===== src/design/cisot_pkg.sv =====
// Shared types and constants of the compressed-ISO sector index translator.
// No dependencies; used by cisot_ctrl, cisot_dp and the top level.
`timescale 1ns / 1ps

package cisot_pkg;

  localparam int DEF_SECTOR_BYTES = 2048;
  localparam int DEF_WINDOW_WORDS = 128;
  localparam logic [31:0] HEADER_BYTES = 32'd24;

  // input operation codes
  localparam logic [1:0] OP_READ = 2'd0;
  localparam logic [1:0] OP_WORD = 2'd1;
  localparam logic [1:0] OP_FILL = 2'd2;

  // result action codes
  localparam logic [2:0] ACT_FETCH  = 3'd0;
  localparam logic [2:0] ACT_RAW    = 3'd1;
  localparam logic [2:0] ACT_FILL   = 3'd2;
  localparam logic [2:0] ACT_DECOMP = 3'd3;
  localparam logic [2:0] ACT_ERROR  = 3'd4;

  // error codes
  localparam logic [1:0] ERR_NONE   = 2'd0;
  localparam logic [1:0] ERR_FIRST  = 2'd1;
  localparam logic [1:0] ERR_SECOND = 2'd2;
  localparam logic [1:0] ERR_FILL   = 2'd3;

  // configuration register indexes
  localparam logic [1:0] REG_MODE  = 2'd0;
  localparam logic [1:0] REG_SHIFT = 2'd1;
  localparam logic [1:0] REG_CODEC = 2'd2;

  // index window read address select
  typedef enum logic [1:0] {
    RS_SECTOR,
    RS_NEXT,
    RS_ZERO
  } rsel_t;

  // result kinds built by the datapath
  typedef enum logic [3:0] {
    EM_RAW_SECTOR,
    EM_RAW_BLOCK,
    EM_FETCH_CUR,
    EM_FETCH_NEXT,
    EM_FILL,
    EM_DECOMP,
    EM_DECOMP_NEW,
    EM_ERR_FIRST,
    EM_ERR_SECOND,
    EM_ERR_FILL
  } em_t;

  typedef struct packed {
    logic  latch;
    logic  rd_en;
    rsel_t rd_sel;
    logic  pend_ld;
    logic  word_wr;
    logic  fpos_clr;
    logic  win_set;
    logic  win_clr;
    logic  win_second;
    logic  blk_ld;
    logic  size_ld;
    logic  span_set;
    logic  span_clr;
    logic  emit;
    em_t   em;
  } cmd_t;

  typedef struct packed {
    logic [1:0] op;
    logic       last;
    logic       ok;
    logic       mode;
    logic       hit_cur;
    logic       hit_next;
    logic       raw_entry;
    logic       refill;
    logic       out_free;
  } sts_t;

endpackage


===== src/design/cisot_ctrl.sv =====
// Controller state machine of the sector index translator.
// Depends on cisot_pkg; drives cisot_dp through cmd_t and reads sts_t.
`timescale 1ns / 1ps

module cisot_ctrl (
  input  logic           clk,
  input  logic           rst_n,
  input  logic           in_tvalid,
  output logic           in_tready,
  input  cisot_pkg::sts_t sts,
  output cisot_pkg::cmd_t cmd
);

  typedef enum logic [3:0] {
    S_IDLE,
    S_WFIRST,
    S_WSECOND,
    S_WFILL,
    S_DIDLE,
    S_DFIRST,
    S_DSECOND,
    S_DFILL,
    S_Z1,
    S_Z2,
    S_E1,
    S_E2,
    S_TEST
  } state_t;

  state_t state_r, state_nxt;

  always_comb begin
    state_nxt = state_r;
    cmd       = '0;
    cmd.rd_sel = cisot_pkg::RS_SECTOR;
    cmd.em     = cisot_pkg::EM_RAW_SECTOR;
    in_tready = 1'b0;
    unique case (state_r)
      S_IDLE, S_WFIRST, S_WSECOND, S_WFILL: begin
        in_tready = 1'b1;
        cmd.latch = in_tvalid;
        if (in_tvalid) begin
          unique case (state_r)
            S_IDLE:    state_nxt = S_DIDLE;
            S_WFIRST:  state_nxt = S_DFIRST;
            S_WSECOND: state_nxt = S_DSECOND;
            default:   state_nxt = S_DFILL;
          endcase
        end
      end
      S_DIDLE: begin
        if (sts.out_free) begin
          state_nxt = S_IDLE;
          if (sts.op == cisot_pkg::OP_READ) begin
            cmd.pend_ld = 1'b1;
            if (!sts.mode) begin
              cmd.emit = 1'b1;
              cmd.em   = cisot_pkg::EM_RAW_SECTOR;
            end else if (sts.hit_cur) begin
              cmd.rd_en  = 1'b1;
              cmd.rd_sel = cisot_pkg::RS_SECTOR;
              state_nxt  = S_E1;
            end else begin
              cmd.emit     = 1'b1;
              cmd.em       = cisot_pkg::EM_FETCH_CUR;
              cmd.fpos_clr = 1'b1;
              state_nxt    = S_WFIRST;
            end
          end
        end
      end
      S_DFIRST, S_DSECOND: begin
        if (sts.out_free) begin
          state_nxt = (state_r == S_DFIRST) ? S_WFIRST : S_WSECOND;
          if (sts.op == cisot_pkg::OP_WORD) begin
            cmd.word_wr = 1'b1;
            if (sts.last) begin
              if (!sts.ok) begin
                cmd.win_clr = 1'b1;
                cmd.emit    = 1'b1;
                cmd.em      = (state_r == S_DFIRST) ? cisot_pkg::EM_ERR_FIRST
                                                    : cisot_pkg::EM_ERR_SECOND;
                state_nxt   = S_IDLE;
              end else begin
                cmd.win_set    = 1'b1;
                cmd.win_second = (state_r == S_DSECOND);
                state_nxt      = (state_r == S_DFIRST) ? S_Z1 : S_Z2;
              end
            end
          end
        end
      end
      S_DFILL: begin
        if (sts.out_free) begin
          state_nxt = S_WFILL;
          if (sts.op == cisot_pkg::OP_FILL) begin
            cmd.emit  = 1'b1;
            state_nxt = S_IDLE;
            if (!sts.ok) begin
              cmd.span_clr = 1'b1;
              cmd.em       = cisot_pkg::EM_ERR_FILL;
            end else begin
              cmd.span_set = 1'b1;
              cmd.em       = cisot_pkg::EM_DECOMP_NEW;
            end
          end
        end
      end
      S_Z1, S_Z2: begin
        cmd.rd_en  = 1'b1;
        cmd.rd_sel = cisot_pkg::RS_ZERO;
        state_nxt  = (state_r == S_Z1) ? S_E1 : S_E2;
      end
      S_E1: begin
        if (sts.out_free) begin
          cmd.blk_ld = 1'b1;
          if (sts.raw_entry) begin
            cmd.emit  = 1'b1;
            cmd.em    = cisot_pkg::EM_RAW_BLOCK;
            state_nxt = S_IDLE;
          end else if (sts.hit_next) begin
            cmd.rd_en  = 1'b1;
            cmd.rd_sel = cisot_pkg::RS_NEXT;
            state_nxt  = S_E2;
          end else begin
            cmd.emit     = 1'b1;
            cmd.em       = cisot_pkg::EM_FETCH_NEXT;
            cmd.fpos_clr = 1'b1;
            state_nxt    = S_WSECOND;
          end
        end
      end
      S_E2: begin
        cmd.size_ld = 1'b1;
        state_nxt   = S_TEST;
      end
      S_TEST: begin
        if (sts.out_free) begin
          cmd.emit = 1'b1;
          if (sts.refill) begin
            cmd.em    = cisot_pkg::EM_FILL;
            state_nxt = S_WFILL;
          end else begin
            cmd.em    = cisot_pkg::EM_DECOMP;
            state_nxt = S_IDLE;
          end
        end
      end
      default: state_nxt = S_IDLE;
    endcase
  end

  always_ff @(posedge clk) begin
    if (!rst_n) begin
      state_r <= S_IDLE;
    end else begin
      state_r <= state_nxt;
    end
  end

endmodule


===== config.mk =====
export PLATFORM = sky130hd
export DESIGN_NAME = cisot_ctrl
export DESIGN_NICKNAME = d
export VERILOG_FILES = /design/src/design/cisot_pkg.sv /design/src/design/cisot_ctrl.sv
export SDC_FILE = /design/constraint.sdc
export NUM_CORES = 1
export LEC_CHECK = 0
export ABC_AREA = 1
export ABC_CLOCK_PERIOD_IN_PS = 1400
export BUFFER_PORTS_ARGS = -buffer_cell sky130_fd_sc_hd__buf_2
export CAP_MARGIN = 10
export CORE_UTILIZATION = 44
export DETAILED_ROUTE_END_ITERATION = 8
export GPL_ROUTABILITY_DRIVEN = 0
export PLACE_DENSITY_LB_ADDON = 0.12
export SYNTH_ARGS = -nofsm -noshare
export SYNTH_HDL_FRONTEND = slang
export SYNTH_SLANG_ARGS = --single-unit

===== constraint.sdc =====
create_clock -name clk -period 1.4 [get_ports clk]
set_clock_uncertainty 0.05 [all_clocks]
set_input_delay 0.21 -clock clk [delete_from_list [all_inputs] [get_ports clk]]
set_output_delay 0.21 -clock clk [all_outputs]
set_load 0.1 [all_outputs]

==> results of run 1 <==
-- cell families after synthesis --
group	synth area share [%]
flip-flops	12.26
buffers and inverters	16.67
AND/OR/NAND/NOR	58.81
AO/OA/AOI/OAI	12.26
-- metrics by stage --
stage | hold WS, ns | setup TNS, ns | cells
floorplan | 0.3201 | -9.121 | 135
global placement | 0.4357 | -2.157 | 216
==> results.toml, run 1 <==
[status]
status = "stopped before the end"
haltStage = "3_5_place_dp"
error_line = "[ERROR DPL-0038] Utilization greater than 100%, impossible to legalize"

[synthesis]
ys_warn_count = 0
netlist-cell-type-count = 18
synthCells = 135
synth.cells.most_frequent = "47 x nand2_1, 26 x inv_1, 24 x nor2_1"
synth.top_cell.area_share_pct = 27.01
synth_most_common_cell = "nand2_1"
synth_edf_count = 0
synthArstFlopShare_pct = 0
synth_nets = 148
synth_area_per_cell_sq_um = 4.838
synth-main-ff-cell = "dfxtp_1"
synth_area_sq_um = 653.1
synth_top_area_cell = "nand2_1"
synthTopCellsByArea = "nand2_1 27%, inv_1 15%, nor2_1 14%, dfxtp_1 12%, a21oi_1 5.4%"
seq_area_frac_synth_pct = 12.26
ys_ff_latch = 4

[die]
dieHeight_um = 40.53
fp.dieW_um = 40.53
rows = 13
ios = 33
start_util_pct = 48.97

[placed_design]
port_buffers = 32
==> run 2, diff against run 1 <==
Settings changed: CORE_AREA set to 2 2 63 65, CORE_UTILIZATION 44 to unset, DIE_AREA set to 0 0 65 67, PLACE_DENSITY_LB_ADDON 0.12 to 0.15.
==> run 2 against run 1 <==
- the flow now finishes, with violations (setup timing)
- synthesized cell count unchanged
- area after synthesis unchanged
==> results.toml, run 2 <==
[status]
status = "finished, violations left"
violations = "setup timing"

[layout]
areaGrowthSynthToFinish_pct = 213.6
antenna_cells = 0
final_common_cell = "buf_4"
fin_area_sq_mm = 0.002048
final_cells = 267
finish.net_count = 233
nFillCells = 327
mostFrequentLayoutCells = "33 x buf_4, 27 x nand2_1, 20 x buf_12"
drive_gt1_share_pct = 69.86
regMostFlops = "state_r"
top_regs = "state_r (4)"
largest_reg_flops = 4

[setup_path]
crit_family = "simple AND/OR/NAND/NOR gates"
endpoint_kind = "output pin"
cp_max_fo = 5
critPathMaxStageDelay_ns = 0.41
required_ns = 1.14
worstPathCellList = "inv_2 > nand2_2 > nor2_4 > nand2_2 > buf_6 > nand2_8 > a21oi_1 > nand3b_1 > buf_12"
start_kind = "register"
worstPathArrival_ns = 1.59
path_class = "reg -> out"
crit_buf_inv = 3
crit_slowest_cell = "dfxtp_4"
crit_top_cell = "nand2_2"

[drt]
firstDrtPassIters = 4
drcViolationCount = 0
vias = 1152
drt_wl_total_um = 3130
wl_per_cell_um = 11.72
ant_nets = 0
via_per_inst = 4.315
first_iter_violations = 29

[synthesis]
synth.cells.most_frequent = "47 x nand2_1, 26 x inv_1, 24 x nor2_1"
synth_most_common_cell = "nand2_1"
synth.top_cell.area_share_pct = 27.01
netlist-cell-type-count = 18
ys_ff_latch = 4
synthCells = 135
synthTopCellsByArea = "nand2_1 27%, inv_1 15%, nor2_1 14%, dfxtp_1 12%, a21oi_1 5.4%"
seq_area_frac_synth_pct = 12.26
synthArstFlopShare_pct = 0
synth-main-ff-cell = "dfxtp_1"
synth_edf_count = 0
synth_top_area_cell = "nand2_1"
ys_warn_count = 0
synth_nets = 148
synth_area_sq_um = 653.1
synth_area_per_cell_sq_um = 4.838

[placed_design]
dp_cells = 256
post_dp_cell_area_sq_mm = 0.001689
port_buffers = 32
dp_slack_ns = -0.3083
dp_hpwl_um = 2349

[global_route]
grt_max_degree = 8
grt.total_usage_pct = 14.13
grt_first_pass_wirelength_um = 4892
globalRouteOverflowTotal = 0
antenna_found_initial = 0
grt_pass1_vias = 1174

[clock_network]
tritoncts = "built"
htreeDepth = 1
clockBufferDepth = 2
clock_sinks = 4
cts_buffers = 3
clkLatencyLatePin_ns = 0.22
cts-root-buf = "clkbuf_8"
clk_pin_slew_ns = 0.04
holdBufCountCts = 0

[power]
powerDensity_mw_per_mm2 = 410.8
leakage_nw = 0.9716
irDropWorstVdd_mv = 0.6759

[timing]
setup_slack_ns = -0.4521
fmax_ghz = 0.5399
relSlewSlack_pct = 75.41
setup_viol = 21
finalHoldViolations = 0
min_period_over_period_pct = 132.3
finalSetupTns_ns = -6.395
fin_crit_ns = 1.852
tightestPinTransition_ns = 0.3675
rsz0062_at_grt = "yes"
report.final.slew_viol_count = 0

[die]
core_area_sq_mm = 0.003606
ios = 33
dieHeight_um = 67
dieArea_sq_mm = 0.004355
rows = 22
fp.dieW_um = 65
start_util_pct = 18.11

[flow_run]
drv_cap = 0

[hold_path]
worstHoldPathType = "in -> reg"
[run 2: cell counts after synthesis]
Identical to the previous run, type by type.
[run 2: worst reg2reg max path, stage by stage (launching register included)]
cell and delay (ns):
dfxtp_4 0.37, inv_4 0.08, nand2_8 0.07, buf_6 0.13, nor2_4 0.15, buf_6 0.13, nand2_4 0.06, buf_6 0.12
nand3_2 0.05, nor2_1 0.04, nand2_1 0.05, nand2_1 0.07, a21oi_2 0.14
[run 2: power breakdown]
part	switching (mW)	leakage (nW)	total [mW]	internal (mW)
clock network	0.0732	0.0228	0.269	0.196
logic	0.263	0.914	0.442	0.179
registers	0.0118	0.0352	0.131	0.119
[run 2: stage by stage]
step / hold slack, ns / util (%) / total power, mW
4_1_cts: 0.2248 / 52.74 / 0.8011
2_1_floorplan: 0.3201 / - / 0.3281
3_5_place_dp: 0.4471 / 46.84 / 0.4928
3_3_place_gp: 0.4388 / 46.84 / 0.4873
5_1_grt: 0.2821 / 56.80 / 0.8793
6_report: 0.2506 / 56.80 / 0.8413
[run 2: metal layers]
layer | track usage [%] | share of wire [%]
met1 | 15.19 | 40
met2 | 28.22 | 55
met3 | 1.351 | 3.5
met4 | 5.053 | 1.5
met5 | 0 | 0
[run 2: final timing paths]
kind              depth (start not counted)                    start                 endpoint  slack (ns)
hold / removal                            3                    rst_n  state_r[2]$_SDFFE_PN0P_        0.25
setup reg to reg                         12  state_r[0]$_SDFFE_PN0P_  state_r[0]$_SDFFE_PN0P_       -0.18
setup / recovery                          9  state_r[1]$_SDFFE_PN0P_                   cmd[4]       -0.45
hold reg to reg                           2  state_r[1]$_SDFFE_PN0P_  state_r[1]$_SDFFE_PN0P_        0.51
[run 2: cell type report]
| class | count | area [sq um] | share of cell area, % |
|---|---|---|---|
| timing repair buffer | 81 | 888.4 | 43.37 |
| sequential | 4 | 92.59 | 4.520 |
| tap | 48 | 60.06 | 2.932 |
| inverter | 27 | 123.9 | 6.048 |
| clock buffer | 4 | 45.04 | 2.199 |
| multi-input combinational | 103 | 838.3 | 40.93 |
[run 2: logic make-up (layout without fill, tap and decap cells)]
logic type             count (synthesis)  count (layout)  share of synthesized area [%]
and+or+nand+nor                       89              89                          58.81
AOI/OAI and AO/OA                     14              14                          12.26
DFF                                    4               4                          12.26
buffers and inverters                 28             112                          16.67
[run 2: timing repair]
action,CTS,global route
gates resized for setup,40,37
pin swaps,12,20
buffers inserted,6,4
endpoints found under the setup margin,23,23
Power figures use the tool's default switching activity.
